==> config.mk <==
export PLATFORM = sky130hd
export DESIGN_NAME = vml_sqrt_cell
export DESIGN_NICKNAME = d
export VERILOG_FILES = /design/src/design/vml_pkg.sv /design/src/design/vml_sqrt_cell.sv
export SDC_FILE = /design/constraint.sdc
export NUM_CORES = 1
export LEC_CHECK = 0
export ABC_AREA = 1
export BUFFER_PORTS_ARGS = -buffer_cell sky130_fd_sc_hd__buf_2
export CAP_MARGIN = 20
export CORE_MARGIN = 2
export CORE_UTILIZATION = 30
export CTS_BUF_LIST = sky130_fd_sc_hd__clkbuf_8
export DETAILED_ROUTE_END_ITERATION = 8
export GPL_TIMING_DRIVEN = 0
export MAX_ROUTING_LAYER = met4
export PLACE_DENSITY = 0.53
export SYNTH_ARGS = -nofsm -noshare
export SYNTH_HDL_FRONTEND = slang
export SYNTH_SLANG_ARGS = --single-unit
==> constraint.sdc <==
create_clock -name i_clk -period 2.93 [get_ports i_clk]
set_clock_uncertainty 0.15 [all_clocks]
set_input_delay 0.1465 -clock i_clk [delete_from_list [all_inputs] [get_ports i_clk]]
set_output_delay 0.1465 -clock i_clk [all_outputs]
set_load 0.03 [all_outputs]
==> src/design/vml_pkg.sv <==
// Package for the vector magnitude limiter: widths and payload types.
// No dependencies.
package vml_pkg;
    localparam int unsigned CompW = 32;
    localparam int unsigned LimW = 31;
    localparam int unsigned SqW = 64;
    localparam int unsigned RootW = 32;
    localparam int unsigned ProdW = 63;
    localparam int unsigned QuoW = 32;

    typedef struct packed {
        logic signed [CompW-1:0] x_in;
        logic signed [CompW-1:0] y_in;
        logic [LimW-1:0] limit_mag;
    } t_vml_in;

    typedef struct packed {
        logic signed [CompW-1:0] x_out;
        logic signed [CompW-1:0] y_out;
        logic was_limited;
    } t_vml_out;
endpackage

==> src/design/vml_sqrt_cell.sv <==
// One cell of the square-root chain: retires one root bit per cycle while enabled.
// Depends on vml_pkg.
module vml_sqrt_cell import vml_pkg::*; #(
    parameter int unsigned BitIdx = 0
) (
    input  logic             i_clk,
    input  logic             i_en,
    input  logic [SqW-1:0]   i_rem,
    input  logic [RootW-1:0] i_root,
    output logic [SqW-1:0]   o_rem,
    output logic [RootW-1:0] o_root
);
    logic [SqW-1:0] trial;
    logic [SqW-1:0] n_rem;
    logic [RootW-1:0] n_root;
    logic [SqW-1:0] r_rem;
    logic [RootW-1:0] r_root;

    always_comb begin
        trial = ({{(SqW-RootW){1'b0}}, i_root} << (BitIdx + 1))
              | (SqW'(1) << (2 * BitIdx));
        n_rem = i_rem;
        n_root = i_root;
        if (i_rem >= trial) begin
            n_rem = i_rem - trial;
            n_root = i_root | (RootW'(1) << BitIdx);
        end
    end

    always_ff @(posedge i_clk) begin
        if (i_en) begin
            r_rem <= n_rem;
            r_root <= n_root;
        end
    end

    assign o_rem = r_rem;
    assign o_root = r_root;
endmodule

==> metrics.md, run 1 <==
| Metric | Value |
|---|---|
| Final Util | 39.6% |
| Slew Viols, Final | 0 |
| RSZ-0062 raised after global routing | false |
| Starting density of the core | 30.4% |
| Combinational power share | 35.4% |
| Most frequent cells in the layout | 422 x nand2_1, 219 x inv_1, 192 x buf_2 |
| Arrival @ worst endpoint | 2.81 ns |
| CP required | 2.92 ns |
| # rows | 59 |
| Cell area after placement | 9260 um2 |
| Simple-Gate Fraction of Synth Area | 34.2% |
| Routed vias/inst | 4.41 |
| Remaining Overflow, GRT | 0 |
| Share of cells above drive strength 1 | 22.6% |
| Num Clock Sinks | 96 |
| Final WS setup | 0.110 ns |
| Hold Startpoint | i_rem[53] |
| Sequential fraction of design power | 42.1% |
| Drc violations | 0 |
| Layout area overhead | 30.4% |
| Detailed Route WL | 27100 um |
| Adder-cell share of the synthesized area | 5.52% |
| Fillers | 2848 |
| Switch Pwr | 1.53 mW |
| Vias in the first global route | 7782 |
| Yosys Warn Count | 0 |
| Final setup viols | 0 |
| Multiplexer share of the synthesized area | 0% |
| Rel. slew slack | 61.9% |
| Largest family of logic cells by synthesized area | simple AND/OR/NAND/NOR gates |
| Gpl congestion | 0.925 |
| Multi-input gate area | 4020 um2 |
| Post-synth top area share | 36.8% |
| Clk root buf | clkbuf_8 |
| Worst min-delay path class | in -> reg |
| WL/cell | 15.5 um |
| # diodes | 0 |
| Finished Cell Area | 10200 um2 |
| Clock-pin slew on the worst setup and hold paths | 0.11 ns |
| Synthesized Nets | 1256 |
| Worst-path cell with the longest stage delay | dlygate4sd3_1 |
| Place WS | 0.120 ns |
| Clock power share | 22.5% |
| Crit Path Category | in -> reg |
| Mapped Area | 7840 um2 |
| Count of input and output buffers | 193 |
| Sw Ratio | 37.2% |
| IO Pins | 194 |
| Via count | 7695 |
| Worst-margin pin slew | 0.572 ns |
| Seq/Total Area, Yosys | 36.8% |
| Fmax | 0.355 GHz |
| Final hold vios | 0 |
| Final #Nets | 1536 |
| Setup bufs post-CTS | 0 |
| 1st-iter DRT viols | 400 |
| Die H | 166 um |
| Max-Cap Viols | 0 |
| Top post-synthesis cells by area | edfxtp_1 37%, nand2_1 20%, inv_1 10%, nor2_1 5.4%, ha_1 5.3% |
| Fin Hold WS | 0.0301 ns |
| Antenna violations before repair | 0 |
| Outcome | completed |
| First-pass DRT Iterations | 5 |
| Die Wd | 166 um |
| Area leader, netlist | edfxtp_1 |
| Pwr Density | 401 nW/um2 |
| CTS tree | done |
| Gate Count Post-Synth | 1124 |
| Leakage | 5.11 nW |
| CTS Buf Count | 9 |
| Global-route wire length before repair | 42300 um |
| Avg Inst Size Synth | 6.98 um2 |
| H-tree Lvls | 3 |
| CP max FO | 10 |
| Longest Clk Path Bufs | 2 |
| Total GRT Usage | 20.4% |
| Core area | 25800 um2 |
| P_int | 2.58 mW |
| Compound-gate portion of the synthesized area | 7.94% |
| Peak supply drop | 0.225 mV |
| Setup crit start | i_rem[1] |
| Remaining antenna violation count | 0 |
| Largest net degree at the start of global routing | 58 |
| Sequential cell area | 2880 um2 |
| CP Capture Type | register |
| Period utilisation layout | 96.2% |
| Xor and xnor area share after synthesis | 3.35% |
| Synth cell types | 32 |
| Post-DP HPWL | 22700 um |
| Flip-flop and latch count after synthesis | 96 |
| Die Area | 27500 um2 |
| Setup_tns | 0 ns |
| Crit path cell chain | dlygate4sd3_1 -> buf_2 -> fa_2 -> nand3_1 -> nand3_2 -> nand2_1 -> nand2_2 -> nand2_1 -> nand2_2 -> nand2_1 -> nand2_2 -> a21oi_4 -> buf_12 -> buf_8 -> a21oi_2 |
| Slowest stage delay, CP | 0.54 ns |
| Final Critical Period | 2.82 ns |
| CP Launch Type | primary input |
| Commonest non-fill, non-tap cell in the layout | nand2_1 |
==> per-layer routing <==
layer | up-vias | GRT usage (%) | share of wire, %
met5 | - | - | 0
met1 | 3472 | 28.2 | 50
met2 | 175 | 32.3 | 45
met4 | 0 | 4.88 | 1.5
li1 | 4025 | - | -
met3 | 23 | 2.32 | 3.7
==> final cells by class <==
cell class                 instances  area share, %
buffer                            10           1.35
clock buffer                       9           1.21
clock inverter                     7          0.697
inverter                         220           8.07
multi-input combinational        798           39.3
sequential                        96           28.2
tap                              335           4.10
timing repair buffer             269           17.1
==> kinds of logic after synthesis <==
family | Yosys count
AO/OA/AOI/OAI | 82
buffers and inverters | 230
adder cells (fa/ha/maj) | 34
flip-flops | 96
XOR/XNOR | 30
AND/OR/NAND/NOR | 652
==> critical path: cells and delay by family <==
| kind | cells | cell delay, ns |
|---|---|---|
| and+or+nand+nor | 8 | 0.86 |
| AOI/OAI and AO/OA | 2 | 0.29 |
| adders and majority gates | 1 | 0.43 |
| buffers and inverters | 4 | 1.07 |
==> path summary, 6_finish.rpt <==
check | to | cells past startpoint
min | o_rem[53] | 3
max | o_rem[47] | 15
==> cells in the mapped netlist <==
cell and n:
xor2_1 10, nor3_4 1, ha_1 33, a21oi_4 1, nor3_1 14, nor3_2 1, o21a_1 1, nand2_2 27
nand3b_1 2, a21oi_1 23, buf_6 4, buf_12 2, inv_1 217, nand3_1 53, nor2_4 2, nor2_2 6
buf_8 2, or2_2 3, xnor2_1 20, inv_2 3, o21ai_2 21, fa_1 1, o21ai_0 3, o21bai_1 2
nand3_2 1, a21oi_2 30, a21o_1 1, nor2_1 112, nand2_1 423, nand4_1 7, buf_4 2, edfxtp_1 96
==> sequential cells by signal, summed over array words and instances (netlist names) <==
register	count
o_rem	64
o_root	32
==> per-stage QoR <==
stage,cells,total power [mW]
3_3_place_gp,1652,3.13
6_report,1744,4.11
4_1_cts,1744,4.17
2_1_floorplan,1124,2.67
3_5_place_dp,1653,3.14
5_1_grt,1744,4.35
==> power by group through the flow <==
| stage | Clock, mW | Sequential, mW | Combinational (mW) |
|---|---|---|---|
| finish | 0.924 | 1.73 | 1.45 |
| global route | 1.01 | 1.74 | 1.59 |
| CTS | 0.977 | 1.73 | 1.46 |
| detailed placement | 0 | 1.76 | 1.38 |
| global placement | 0 | 1.76 | 1.37 |
| floorplan | 0 | 2.08 | 0.591 |
==> what timing repair did <==
| item | CTS | global route |
|---|---|---|
| hold endpoints to repair | 75 | 0 |
| hold buffers | 75 | 0 |
| endpoints found under the setup margin | 0 | 54 |
| resized for setup | 0 | 8 |
(Power assumes the default switching activity.)
==> run 2, diff against run 1 <==
==> config.mk (replaced) <==
export PLATFORM = sky130hd
export DESIGN_NAME = vml_sqrt_cell
export DESIGN_NICKNAME = d
export VERILOG_FILES = /design/src/design/vml_pkg.sv /design/src/design/vml_sqrt_cell.sv
export SDC_FILE = /design/constraint.sdc
export NUM_CORES = 1
export LEC_CHECK = 0
export BUFFER_PORTS_ARGS = -buffer_cell sky130_fd_sc_hd__clkbuf_2
export CAP_MARGIN = 20
export CORE_MARGIN = 2
export CORE_UTILIZATION = 30
export DETAILED_ROUTE_END_ITERATION = 8
export GPL_TIMING_DRIVEN = 0
export MAX_ROUTING_LAYER = met4
export PLACE_DENSITY = 0.55
export SYNTH_ARGS = -nofsm -noshare
export SYNTH_HDL_FRONTEND = slang
export SYNTH_SLANG_ARGS = --single-unit
==> run 2 against run 1 <==
Compared with the run above:
- worst setup slack lost 0.082 ns
- clock-buffer cell count is the same
- die area shrank 23%
- sequential share of layout area grew 5.3 points
- combinational power shrank 11%
- cell area shrank 16%
==> metrics.md, run 2 <==
| Metric | Value |
|---|---|
| Outcome | completed |
| Global-route wire length before repair | 29100 um (-31%) |
| CP required | 2.87 ns (-0.05 ns) |
| Period utilisation layout | 99.0% (+2.8 points) |
| Largest net degree at the start of global routing | 53 (-8.6%) |
| Most frequent cells after synthesis | 96 x edfxtp_1, 69 x a21oi_1, 58 x nor2_1 |
| Sequential cell area | 2880 um2 (unchanged) |
| Crit Path Category | in -> reg |
| Slowest stage delay, CP | 0.59 ns (+0.05 ns) |
| First-pass DRT Iterations | 4 (-1) |
| Routed vias/inst | 4.79 (+8.5%) |
| Avg Inst Size Synth | 10.0 um2 (+43%) |
| Fillers | 2001 (-30%) |
| Post-DP HPWL | 13700 um (-40%) |
| Peak supply drop | 0.277 mV (+23%) |
| Place WS | -0.705 ns (-0.825 ns) |
| Sequential fraction of design power | 41.7% (-0.4 points) |
| H-tree Lvls | 3 (unchanged) |
| Die H | 146 um (-12%) |
| Detailed Route WL | 18300 um (-32%) |
| Final hold vios | 0 (unchanged) |
| Remaining antenna violation count | 0 (unchanged) |
| Pwr Density | 483 nW/um2 (+20%) |
| P_int | 2.75 mW (+6.5%) |
| Gate Count Post-Synth | 601 (-47%) |
| Most frequent cells in the layout | 193 x clkbuf_2, 96 x edfxtp_1, 71 x dlygate4sd3_1 |
| Switch Pwr | 1.41 mW (-7.4%) |
| Max reg flops | 64 (unchanged) |
| Drc violations | 0 (unchanged) |
| Area leader, netlist | edfxtp_1 |
| Flip-flop and latch count after synthesis | 96 (unchanged) |
| Synth cell types | 57 (+78%) |
| Final WS setup | 0.0286 ns (-0.0817 ns) |
| Post-synth top area share | 48.0% (+11 points) |
| Worst-path cell with the longest stage delay | or4b_4 |
| Dpl cells | 1060 (-36%) |
| Rel. slew slack | 52.3% (-9.6 points) |
| Most common cell in the netlist | edfxtp_1 |
| Gpl congestion | 0.834 (-9.8%) |
| Longest Clk Path Bufs | 2 (unchanged) |
| Remaining Overflow, GRT | 0 (unchanged) |
| Final #Nets | 1015 (-34%) |
| Sw Ratio | 33.9% (-3.2 points) |
| Cell family with most CP delay | simple AND/OR/NAND/NOR gates |
| CTS Buf Count | 9 (unchanged) |
| Combinational power share | 31.1% (-4.3 points) |
| CP Launch Type | primary input |
| Synth Flop Type | edfxtp_1 |
| Fin Hold WS | 0.0103 ns (-0.0197 ns) |
| Slew Viols, Final | 0 (unchanged) |
| Die Area | 21200 um2 (-23%) |
| Final setup viols | 0 (unchanged) |
| Max-Cap Viols | 0 (unchanged) |
| Vias in the first global route | 5588 (-28%) |
| WL/cell | 15.9 um (+2.4%) |
| Num Clock Sinks | 96 (unchanged) |
| Antenna violations before repair | 1 (+1) |
| RSZ-0062 raised after global routing | true |
| Fin cells | 1154 (-34%) |
| # rows | 51 (-14%) |
| Share of cells above drive strength 1 | 30.2% (+7.5 points) |
| Arrival @ worst endpoint | 2.84 ns (+0.03 ns) |
| Finished Cell Area | 8610 um2 (-16%) |
| CP Capture Type | register |
| Yosys Warn Count | 0 (unchanged) |
| 1st-iter DRT viols | 288 (-28%) |
| Layout area overhead | 43.2% |
| Leakage | 3.64 nW (-29%) |
| CP max FO | 7 (-3) |
| Multi-input gate area | 3050 um2 (-24%) |
| Clk root buf | clkbuf_16 |
| Commonest non-fill, non-tap cell in the layout | clkbuf_2 |
| Core area | 19600 um2 (-24%) |
| Worst min-delay path class | in -> reg |
| Clock-pin slew on the worst setup and hold paths | 0.07 ns (-0.04 ns) |
| Crit path cell chain | clkbuf_2 -> or4_4 -> or4b_4 -> nand4bb_4 -> a31o_1 -> a221o_1 -> buf_6 -> nand4b_4 -> bufbuf_16 -> nor3_1 -> xor2_1 |
| Worst-margin pin slew | 0.716 ns (+0.144 ns) |
| Clock power share | 27.2% (+4.7 points) |
| Crit path buf inv count | 3 (-1) |
| Via count | 5526 (-28%) |
| Final Critical Period | 2.90 ns (+0.0817 ns) |
| Starting density of the core | 30.7% (+0.33 points) |
| Die Wd | 146 um (-12%) |
| Count of input and output buffers | 193 (unchanged) |
| Share of flip-flops with an asynchronous set or reset | 0% (unchanged) |
| Fmax | 0.345 GHz (-2.8%) |
| Post-synth EDFFs | 96 (unchanged) |
| Cell area after placement | 7360 um2 (-20%) |
| Mapped Area | 6010 um2 (-23%) |
| Top post-synthesis cells by area | edfxtp_1 48%, ha_1 6.9%, a21oi_1 5.7%, xor2_1 5.2%, xnor2_1 3.8% |
| Total GRT Usage | 17.7% (-2.7 points) |
| Seq/Total Area, Yosys | 48.0% (+11 points) |
| Synthesized Nets | 733 (-42%) |
| IO Pins | 194 (unchanged) |
| CTS tree | done |
==> run 2: cell count changes after synthesis, moves of 8 or more <==
cell | before | now
nand3_1 | 53 | 12
a21oi_2 | 30 | 0
clkbuf_1 | 0 | 12
o21ai_2 | 21 | 0
o21ai_0 | 3 | 35
nand2_2 | 27 | 0
nor4_1 | 0 | 11
xor2_1 | 10 | 36
or4_1 | 0 | 8
inv_1 | 217 | 40
nand2_1 | 423 | 45
a21oi_1 | 23 | 69
nor2_1 | 112 | 58
==> run 2: per-layer routing <==
metal	vias up	global-route usage, %	part of all wire [%]
met1	2539	22.3	44
met2	188	29.3	48
li1	2779	-	-
met3	20	3.17	6.2
met4	0	5.10	1.7
met5	-	-	0
==> run 2: layout make-up <==
cell class / count / area share [%]
antenna: 1 / 0.0291
buffer: 10 / 0.843
clock buffer: 9 / 2.62
clock inverter: 7 / 0.552
inverter: 40 / 1.74
multi-input combinational: 445 / 35.4
sequential: 96 / 33.5
tap: 265 / 3.85
timing repair buffer: 281 / 21.5
==> run 2: power groups by stage <==
| stage | combinational (mW) | sequential [mW] | clock [mW] |
|---|---|---|---|
| after global routing | 1.39 | 1.75 | 1.21 |
| after floorplan | 0.458 | 2.08 | 0 |
| after global placement | 1.16 | 1.77 | 0 |
| after CTS | 1.28 | 1.74 | 1.17 |
| final | 1.29 | 1.74 | 1.13 |
| after detailed placement | 1.16 | 1.77 | 0 |
==> run 2: stage by stage <==
stage	TNS (ns)	power [mW]	util [%]
CTS	0	4.19	43.4
global route	-0.519	4.36	44.0
floorplan	-0.135	2.54	-
finish	0	4.16	44.0
global placement	-30.54	2.93	37.4
detailed placement	-29.40	2.93	37.6
==> run 2: kinds of logic (layout without fill, tap and decap cells) <==
logic type               count (synthesis)  count (layout)  synth area share (%)
XOR/XNOR                                62              62                  9.03
flip-flops                              96              96                  47.9
other                                    0               1                     0
buffers and inverters                   60             347                  4.12
AND/OR/NAND/NOR                        197             197                  16.5
multiplexers                             1               1                 0.187
adder cells (fa/ha/maj)                 34              34                  7.20
AO/OA/AOI/OAI                          151             151                  15.0
==> run 2: repair_timing <==
action                                  in CTS  in global routing
hold buffers                                71                  0
resized for setup                           18                 17
pin swaps                                    3                  4
gates cloned                                 1                  0
setup buffers                                7                  8
hold endpoints to repair                    71                  0
endpoints found under the setup margin      54                 54
==> run 2: final timing paths <==
kind	slack (ns)	cells past startpoint	endpoint	startpoint
min	0.01	2	o_rem[52]	i_rem[52]
max	0.03	11	o_rem[39]	i_rem[44]
