==> config.mk <==
export PLATFORM = sky130hd
export DESIGN_NAME = vml_div_cell
export DESIGN_NICKNAME = d
export VERILOG_FILES = /design/src/design/vml_pkg.sv /design/src/design/vml_div_cell.sv
export SDC_FILE = /design/constraint.sdc
export NUM_CORES = 1
export LEC_CHECK = 0
export BUFFER_PORTS_ARGS = -buffer_cell sky130_fd_sc_hd__buf_2
export CORE_MARGIN = 5
export CORE_UTILIZATION = 54
export CTS_CLUSTER_SIZE = 20
export DETAILED_ROUTE_END_ITERATION = 12
export PLACE_DENSITY = 0.95
export SLEW_MARGIN = 20
export SYNTH_ARGS = -nofsm -noshare
export SYNTH_HDL_FRONTEND = slang
export SYNTH_SLANG_ARGS = --single-unit
==> constraint.sdc <==
create_clock -name i_clk -period 7.1 [get_ports i_clk]
set_input_delay 0.355 -clock i_clk [delete_from_list [all_inputs] [get_ports i_clk]]
set_output_delay 0.355 -clock i_clk [all_outputs]
set_load 0.1 [all_outputs]
==> src/design/vml_pkg.sv <==
// Package for the vector magnitude limiter: widths and payload types.
// No dependencies.
package vml_pkg;
    localparam int unsigned CompW = 32;
    localparam int unsigned LimW = 31;
    localparam int unsigned SqW = 64;
    localparam int unsigned RootW = 32;
    localparam int unsigned ProdW = 63;
    localparam int unsigned QuoW = 32;

    typedef struct packed {
        logic signed [CompW-1:0] x_in;
        logic signed [CompW-1:0] y_in;
        logic [LimW-1:0] limit_mag;
    } t_vml_in;

    typedef struct packed {
        logic signed [CompW-1:0] x_out;
        logic signed [CompW-1:0] y_out;
        logic was_limited;
    } t_vml_out;
endpackage

==> src/design/vml_div_cell.sv <==
// One cell of the restoring divider chain: retires one quotient bit per cycle while enabled.
// Depends on vml_pkg.
module vml_div_cell import vml_pkg::*; #(
    parameter int unsigned BitIdx = 0
) (
    input  logic             i_clk,
    input  logic             i_en,
    input  logic [ProdW-1:0] i_rem,
    input  logic [QuoW-1:0]  i_quo,
    input  logic [RootW-1:0] i_den,
    output logic [ProdW-1:0] o_rem,
    output logic [QuoW-1:0]  o_quo
);
    logic [ProdW-1:0] hi;
    logic [ProdW-1:0] n_rem;
    logic [QuoW-1:0] n_quo;
    logic [ProdW-1:0] r_rem;
    logic [QuoW-1:0] r_quo;

    always_comb begin
        hi = i_rem >> BitIdx;
        n_rem = i_rem;
        n_quo = i_quo;
        if (hi >= {{(ProdW-RootW){1'b0}}, i_den}) begin
            n_rem = i_rem - ({{(ProdW-RootW){1'b0}}, i_den} << BitIdx);
            n_quo = i_quo | (QuoW'(1) << BitIdx);
        end
    end

    always_ff @(posedge i_clk) begin
        if (i_en) begin
            r_rem <= n_rem;
            r_quo <= n_quo;
        end
    end

    assign o_rem = r_rem;
    assign o_quo = r_quo;
endmodule

==> flow_summary.yaml, run 1 <==
grt:
  antenna_found_initial: 0
  grt_use_met3: 0.0306
  met2_usage: 0.420
  grt_pass1_wl_mm: 26.2
  grt_overflow: 0
  grt_pass1_vias: 5414
  grt_max_degree: 62
  busiest_layer: "met2"
  grtUsageTotal: 0.243
  use_met1: 0.313
min_path:
  min_from: "i_quo[9]"
  min_path_cells: 1
  min_path_type: "input port to flip-flop"
  hold_path_end: "o_quo[9]"
clocking:
  tritoncts: "done"
  cts_inserted_buffers: 9
  post_cts_buffers: 0
  clk_path_buf_depth: 2
  cts_root_buffer: "clkbuf_16"
  cts_sinks: 95
  cts_hold_buf: 0
  clk_pin_slew_ns: 0.07
  htree_levels: 3
  cts-resized-gates: 0
setup_path:
  critical-path-slowest-cell: "or4_1"
  critPathArrivalTime_ns: 3.75
  critPathTopFamily: "compound AO/OA/AOI/OAI gates"
  critPathMaxFanout: 54
  critPathBufInv: 2
  worstSetupPathType: "input port to flip-flop"
  cp-end-kind: "flip-flop"
  required_ns: 7.18
  cp-start-kind: "input port"
  path_cells: "buf_2, ha_1, nor2_1, a211o_1, a31o_2, a31oi_1, a41oi_1, o21ba_4, buf_4, or4_1, xnor2_1"
  max_stage_delay_ns: 0.58
pwr:
  total_power_uw: 2010
  cellLeakagePower_uw: 0.00322
  cellPowerDensity_nw_per_um2: 263
  irDropWorstVdd_uv: 178
timing:
  max_freq_mhz: 273
  max_slew_margin: 0.455
  hold_viol_final: 0
  period_share: 0.517
  fin_crit_ns: 3.67
  setup_violations: 0
  tightest_slew_ns: 0.814
  rsz0062_at_grt: "false"
  fin_hold_ws_ns: 0.188
  tns_ns: 0
  finalMaxSlewViolations: 0
finish:
  multi_input_area_sq_um: 2980
  drive_gt1_frac: 0.317
  ff_latch_area_sq_um: 2850
  fillers: 848
  finish.net_count: 981
  area_growth_pct: 24.1
place:
  io_buffer_count: 223
  hpwl_mm: 13.7
  routabilityCongestion: 0.944
synthesis:
  synth_area_sq_um: 6140
  synthCells: 611
  synth_area_leaders: "edfxtp_1, ha_1, xor2_1"
  ys_ff_latch: 95
  synth-seq-area-share: 0.465
  syn-num-nets: 774
  ys_warn_count: 0
  yosysTopAreaCell: "edfxtp_1"
  async_reset_ff_frac: 0
  synth_edf_count: 95
  yosys_most_used_dff: "edfxtp_1"
  synth_top_area_share: 0.465
  yosysUniqueCellTypes: 57
  avgSynthCellArea_sq_um: 10.1
floorplan:
  rows: 39
  dieArea_sq_um: 13600
  die_h_um: 117
  io_pins: 224
  coreArea_sq_um: 11300
  initial_core_util: 0.545
  die_w_um: 117
run_status:
  status: "finished clean"
run:
  cap_violations: 0
drt:
  final_antenna_net_count: 0
  vias: 5628
  wire_per_inst_um: 18.1
  drt_iter0_markers: 649
  totalWireLength_mm: 17.5
  drc: 0
  drt_first_pass_iters: 5
  avgViaCountPerCell: 5.82
## area by class of cell
class,count,area share
sequential,95,0.374
tap,143,0.0235
timing repair buffer,225,0.149
antenna,1,0.000328
inverter,41,0.0202
clock inverter,7,0.0118
multi-input combinational,446,0.392
clock buffer,9,0.0296
## metrics by stage
stage | setup slack, ns | utilization | instances | instance area, sq um
CTS | 3.47 | 0.675 | 966 | 7610
global placement | 3.22 | 0.647 | 950 | 7300
detailed placement | 3.13 | 0.647 | 950 | 7300
floorplan | 3.93 | - | 611 | 6140
global route | 3.22 | 0.676 | 966 | 7620
finish | 3.43 | 0.676 | 967 | 7620
## registers in the layout, indices dropped and copies added (netlist names)
signal  flops
o_quo      32
o_rem      63
## per-layer routing
| layer | wire [um] | up-vias | part of all wire |
|---|---|---|---|
| li1 | - | 2667 | - |
| met1 | 6860 | 2566 | 0.39 |
| met2 | 8470 | 349 | 0.48 |
| met3 | 1610 | 46 | 0.092 |
| met4 | 531 | 0 | 0.030 |
| met5 | 0 | - | 0 |
## cells in the final DEF (no fill, tap or decap), types with 4 or more instances in the layout
cell       count
xor2_1        38
or4_1         13
nand3_1       15
nand2b_1       8
nor2_1        25
inv_1         41
nor3_1        21
o21bai_1       5
a211o_1        5
o211ai_1       6
or3_1         10
o21ai_0       47
or2_2          7
xnor2_1       22
a21oi_1       32
nand4_1       10
clkbuf_16      9
a211oi_1       4
ha_1          33
nand2_1       69
and2_1         4
buf_2        222
edfxtp_1      95
nor4_1        15
a21o_1         8
o21a_1         5
## synthesized netlist by cell type, types with 6 or more instances
cell      count
clkbuf_1     19
o211ai_1      6
a21oi_1      32
or2_2         7
nor4_1       15
or3_1        10
buf_6         7
edfxtp_1     95
o21ai_0      47
nand3_1      15
nor2_1       25
xor2_1       38
nand2b_1      8
nor3_1       21
a21o_1        8
ha_1         33
or4_1        13
nand4_1      10
xnor2_1      22
nand2_1      69
inv_1        41
## how the worst max path moves through the flow
stage | start | endpoint | slack, ns | cells past startpoint
3_5_place_dp | i_rem[2] | o_rem[61] | 3.13 | 11
2_1_floorplan | i_den[9] | o_rem[61] | 3.93 | 12
5_1_grt | i_den[9] | o_rem[61] | 3.22 | 12
6_report | i_rem[2] | o_rem[61] | 3.43 | 11
3_3_place_gp | i_rem[2] | o_rem[61] | 3.22 | 11
4_1_cts | i_rem[2] | o_rem[61] | 3.47 | 11
## logic make-up after synthesis
kind of cell / after synthesis / share of synthesized area
simple gates: 217 / 0.188
mux: 2 / 0.00346
fa+ha+maj: 34 / 0.0705
xor+xnor: 60 / 0.0856
flops: 95 / 0.465
buf+inv: 70 / 0.0518
compound gates: 133 / 0.136
## report_power, final
group / switching (uW) / leakage (uW) / internal (uW) / total [uW]
sequential: 15.6 / 0.000930 / 694 / 710
combinational: 636 / 0.00214 / 154 / 790
clock: 225 / 0.000153 / 282 / 507
Note: power is estimated with default switching activity, not from simulation.
==> run 2, diff against run 1 <==
--- a/config.mk
+++ b/config.mk
@@ -7,10 +7,10 @@
 export LEC_CHECK = 0
 export BUFFER_PORTS_ARGS = -buffer_cell sky130_fd_sc_hd__buf_2
 export CORE_MARGIN = 5
-export CORE_UTILIZATION = 54
+export CORE_UTILIZATION = 51
 export CTS_CLUSTER_SIZE = 20
 export DETAILED_ROUTE_END_ITERATION = 12
-export PLACE_DENSITY = 0.95
+export PLACE_DENSITY = 0.91
 export SLEW_MARGIN = 20
 export SYNTH_ARGS = -nofsm -noshare
 export SYNTH_HDL_FRONTEND = slang
==> constraint.sdc (replaced) <==
create_clock -name i_clk -period 3.8 [get_ports i_clk]
set_input_delay 0.19 -clock i_clk [delete_from_list [all_inputs] [get_ports i_clk]]
set_output_delay 0.19 -clock i_clk [all_outputs]
set_load 0.1 [all_outputs]
==> run 2 against run 1 <==
  * Routed wire length down 0.18%
  * Largest cell class unchanged
  * Highest routed layer is now met5
  * Combinational power rose by 87%
  * Sequential share of layout area is 0.21 points lower
  * Critical path depth shrank 1
  * Power grew 85%
  * Non-clock buffer count is 6 higher
  * Count of clock-buffer cells in the layout unchanged
==> flow_summary.yaml, run 2 (same netlist as run 1, synthesis figures left out) <==
run_status:
  status: "finished clean"
timing:
  max_slew_margin: 0.345
  setup_violations: 0
  finalMaxSlewViolations: 0
  period_share: 0.826
  tns_ns: 0
  max_freq_mhz: 318
  fin_crit_ns: 3.14
  tightest_slew_ns: 0.983
  hold_viol_final: 0
  rsz0062_at_grt: "false"
place:
  io_buffer_count: 223
  placed_area_sq_um: 7360
  hpwl_mm: 13.6
  routabilityCongestion: 0.963
  dpl.cell_count: 960
clocking:
  tritoncts: "done"
  htree_levels: 3
  cts_hold_buf: 0
  cts_sinks: 95
  cts_root_buffer: "clkbuf_16"
  clk_path_buf_depth: 2
  clk_pin_slew_ns: 0.07
  post_cts_buffers: 0
  cts-resized-gates: 0
  cts_inserted_buffers: 9
finish:
  largest_reg_flops: 63
  area_growth_pct: 24.8
  fillers: 964
  mostFrequentLayoutCell: "buf_2"
  drive_gt1_frac: 0.322
  final_cell_mix: "buf_2, edfxtp_1, nand2_1"
  post-route-cell-area_sq_um: 7660
  instances_no_fill: 976
  finish.net_count: 987
  diodes: 0
grt:
  grt_pass1_vias: 5451
  grt_pass1_wl_mm: 26.8
  grt_max_degree: 79
  antenna_found_initial: 1
  grt_overflow: 0
  grtUsageTotal: 0.234
run:
  cap_violations: 0
floorplan:
  dieArea_sq_um: 14300
  io_pins: 224
  coreArea_sq_um: 11900
  rows: 40
  initial_core_util: 0.516
  die_h_um: 120
  die_w_um: 120
drt:
  totalWireLength_mm: 17.4
  avgViaCountPerCell: 5.79
  wire_per_inst_um: 17.9
  final_antenna_net_count: 0
  vias: 5653
  drt_first_pass_iters: 6
  drt_iter0_markers: 615
  drc: 0
pwr:
  pwr-share-comb: 0.398
  irDropWorstVdd_uv: 210
  cellPowerDensity_nw_per_um2: 485
  power_switching_uw: 1660
  pwr-share-clk: 0.245
  intPower_uw: 2050
  cellLeakagePower_uw: 0.00324
  p_sw_frac: 0.447
  seq_power_share: 0.357
setup_path:
  critPathArrivalTime_ns: 3.21
  critPathMaxFanout: 45
  required_ns: 3.87
  critPathLaunch: "i_rem[18]"
  crit_path_end: "o_rem[4]"
  cp-start-kind: "input port"
  worstSetupPathType: "input port to flip-flop"
  cp-end-kind: "flip-flop"
min_path:
  min_path_type: "input port to flip-flop"
run 2: cell types whose count changed in the layout (fill, tap and decap cells not counted), sizes merged:
cell / before / now
buf: 225 / 231
bufinv: 1 / 0
clkinvlp: 1 / 2
diode: 1 / 0
run 2: through the flow:
step | power, uW | hold WS (ns) | worst slack [ns] | utilization
floorplan | 2510 | 0.289 | 0.797 | -
global placement | 2800 | 0.367 | 0.348 | 0.618
detailed placement | 2820 | 0.368 | 0.343 | 0.618
CTS | 3730 | 0.0108 | 0.694 | 0.643
global route | 3860 | 0.00353 | 0.456 | 0.643
finish | 3710 | 0.0229 | 0.660 | 0.643
run 2: power by group through the flow:
stage          Combinational [uW]  Sequential [uW]  Clock [uW]
2_1_floorplan                 328             2180           0
3_3_place_gp                 1450             1350           0
3_5_place_dp                 1470             1350           0
4_1_cts                      1470             1330         924
5_1_grt                      1540             1340         975
6_report                     1480             1330         909
run 2: area by class of cell:
type / count / area (sq um) / area share
Multi-Input combinational cell: 446 / 2980 / 0.389
Sequential cell: 95 / 2850 / 0.372
Timing Repair Buffer: 231 / 1190 / 0.155
Clock buffer: 9 / 225 / 0.0294
Tap cell: 147 / 184 / 0.0240
Inverter: 41 / 154 / 0.0201
Clock inverter: 7 / 73.8 / 0.00963
run 2: critical path: stages:
cell and delay, ns:
buf_2 0.11, ha_1 0.40, a21oi_1 0.22, o21ai_0 0.16, a211oi_1 0.41, o221ai_1 0.20, a41oi_1 0.47, o21ba_4 0.62
buf_4 0.29, o21ai_0 0.13
run 2: worst min path at each step:
stage | endpoint | cells after the start | startpoint
floorplan | o_quo[10] | 0 | i_quo[10]
detailed placement | o_quo[26] | 1 | i_quo[26]
finish | o_quo[8] | 1 | i_quo[8]
global placement | o_quo[23] | 1 | i_quo[23]
CTS | o_quo[26] | 1 | i_quo[26]
global route | o_quo[8] | 1 | i_quo[8]
run 2: layer usage:
metal,routed length (um),global-route usage,vias up
met5,7,0,-
met4,510,0.0988,2
met3,1740,0.0533,55
met2,8120,0.389,327
met1,7070,0.294,2584
li1,-,-,2685
==> run 3, diff against run 2 <==
==> constraint.sdc (replaced) <==
create_clock -name i_clk -period 3.2 [get_ports i_clk]
set_input_delay 0.16 -clock i_clk [delete_from_list [all_inputs] [get_ports i_clk]]
set_output_delay 0.16 -clock i_clk [all_outputs]
set_load 0.1 [all_outputs]
==> run 3 against run 2 <==
  * Power increased by 21%
  * Sequential power increased by 19%
  * Via count rose by 3.5%
  * Global-route usage increased by 2.3 points
  * Sequential share of layout area shrank 2.0 points
  * Count of clock-buffer cells in the layout unchanged
  * Utilization up 3.6 points
==> flow_summary.yaml, run 3 (same netlist as run 1, synthesis figures left out) <==
setup_path:
  worstSetupPathType: "input port to flip-flop"
  crit_path_frequent_cell: "inv_1"
  max_stage_delay_ns: 0.56
  cp-start-kind: "input port"
  critPathLaunch: "i_rem[0]"
  critical-path-slowest-cell: "nor4_1"
  cp-end-kind: "flip-flop"
  required_ns: 3.26
  critPathArrivalTime_ns: 3.02
  critPathMaxFanout: 5
  path_cells: "buf_2, inv_1, ha_1, inv_1, fa_1, a21oi_1, o211ai_1, a21boi_0, o2111a_1, o21ai_0, nor4_1, xor2_1"
grt:
  antenna_found_initial: 0
  grt_max_degree: 55
  grt_pass1_vias: 5787
  grtUsageTotal: 0.257
  grt_pass1_wl_mm: 29.3
  grt_overflow: 0
drt:
  wire_per_inst_um: 18.9
  wl_met1_mm: 7.69
  dr_wl_met2_mm: 9.55
  drt_iter0_markers: 550
  route.met3.wl_mm: 1.52
  dr.max_layer_used: "met4"
  drt_first_pass_iters: 5
  vias: 5851
  totalWireLength_mm: 19.3
  drc: 0
  avgViaCountPerCell: 5.73
  final_antenna_net_count: 0
min_path:
  min_from: "i_quo[11]"
  min_path_type: "input port to flip-flop"
  min_path_cells: 1
  hold_path_end: "o_quo[11]"
clocking:
  cts-resized-gates: 0
  clk_path_buf_depth: 2
  cts_inserted_buffers: 9
  tritoncts: "done"
  post_cts_buffers: 0
  cts_hold_buf: 23
  cts_root_buffer: "clkbuf_16"
  cts_sinks: 95
  htree_levels: 3
  clk_pin_slew_ns: 0.07
finish:
  largest_reg_flops: 63
  drive_gt1_frac: 0.325
  mostFrequentLayoutCell: "buf_2"
  diodes: 0
  final_cell_mix: "buf_2, edfxtp_1, nand2_1"
  finish.net_count: 1032
  area_growth_pct: 31.7
timing:
  fin_hold_ws_ns: 0.00310
  rsz0062_at_grt: "false"
  fin_crit_ns: 2.95
  max_freq_mhz: 339
  setup_violations: 0
  tightest_slew_ns: 0.811
  tns_ns: 0
  hold_viol_final: 0
  finalMaxSlewViolations: 0
  period_share: 0.922
  max_slew_margin: 0.458
floorplan:
  die_w_um: 120
  dieArea_sq_um: 14300
  coreArea_sq_um: 11900
  rows: 40
  die_h_um: 120
  io_pins: 224
  initial_core_util: 0.516
pwr:
  irDropWorstVdd_uv: 266
  cellLeakagePower_uw: 0.00346
  cellPowerDensity_nw_per_um2: 557
place:
  hpwl_mm: 14.4
  io_buffer_count: 223
  routabilityCongestion: 0.970
run_status:
  status: "finished clean"
run:
  cap_violations: 0
[run 3: critical path, delay by kind of cell]
family                   cells  cell delay, ns
buffers and inverters        3            0.26
AO/OA/AOI/OAI                5            1.29
XOR/XNOR                     1            0.14
AND/OR/NAND/NOR              1            0.56
adder cells (fa/ha/maj)      2            0.60
[run 3: final cells by class]
type | count | area [sq um]
tap | 147 | 184
sequential | 95 | 2850
multi-input combinational | 446 | 2980
fill | 925 | 3820
inverter | 41 | 154
clock inverter | 7 | 81.3
clock buffer | 9 | 225
timing repair buffer | 276 | 1610
[run 3: metal layers]
metal,track usage,vias to the layer above
li1,-,2765
met1,0.321,2729
met2,0.448,306
met3,0.0518,51
met4,0.0823,0
met5,0,-
[run 3: worst max-delay path by stage]
stage / depth (start not counted) / slack [ns] / end
after floorplan: 12 / 0.23 / o_rem[61]
after global placement: 13 / 0.1 / o_rem[44]
after detailed placement: 13 / 0.04 / o_rem[44]
after CTS: 12 / 0.38 / o_rem[52]
after global routing: 12 / 0.07 / o_rem[43]
final: 12 / 0.25 / o_rem[52]
[run 3: through the flow]
stage	setup slack (ns)	cell area, sq um	total power, uW	cells	util
floorplan	0.227	6140	2980	611	-
global placement	0.0958	7510	3350	978	0.630
detailed placement	0.0441	7510	3370	978	0.630
CTS	0.376	8040	4500	1017	0.675
global route	0.0730	8090	4660	1021	0.679
finish	0.249	8090	4510	1021	0.679
[run 3: where the power goes]
| group | leakage [uW] | total [uW] | internal, uW | switching, uW |
|---|---|---|---|---|
| Combinational | 0.00238 | 1810 | 385 | 1420 |
| Sequential | 0.000930 | 1580 | 1540 | 38.8 |
| Clock | 0.000151 | 1120 | 616 | 500 |
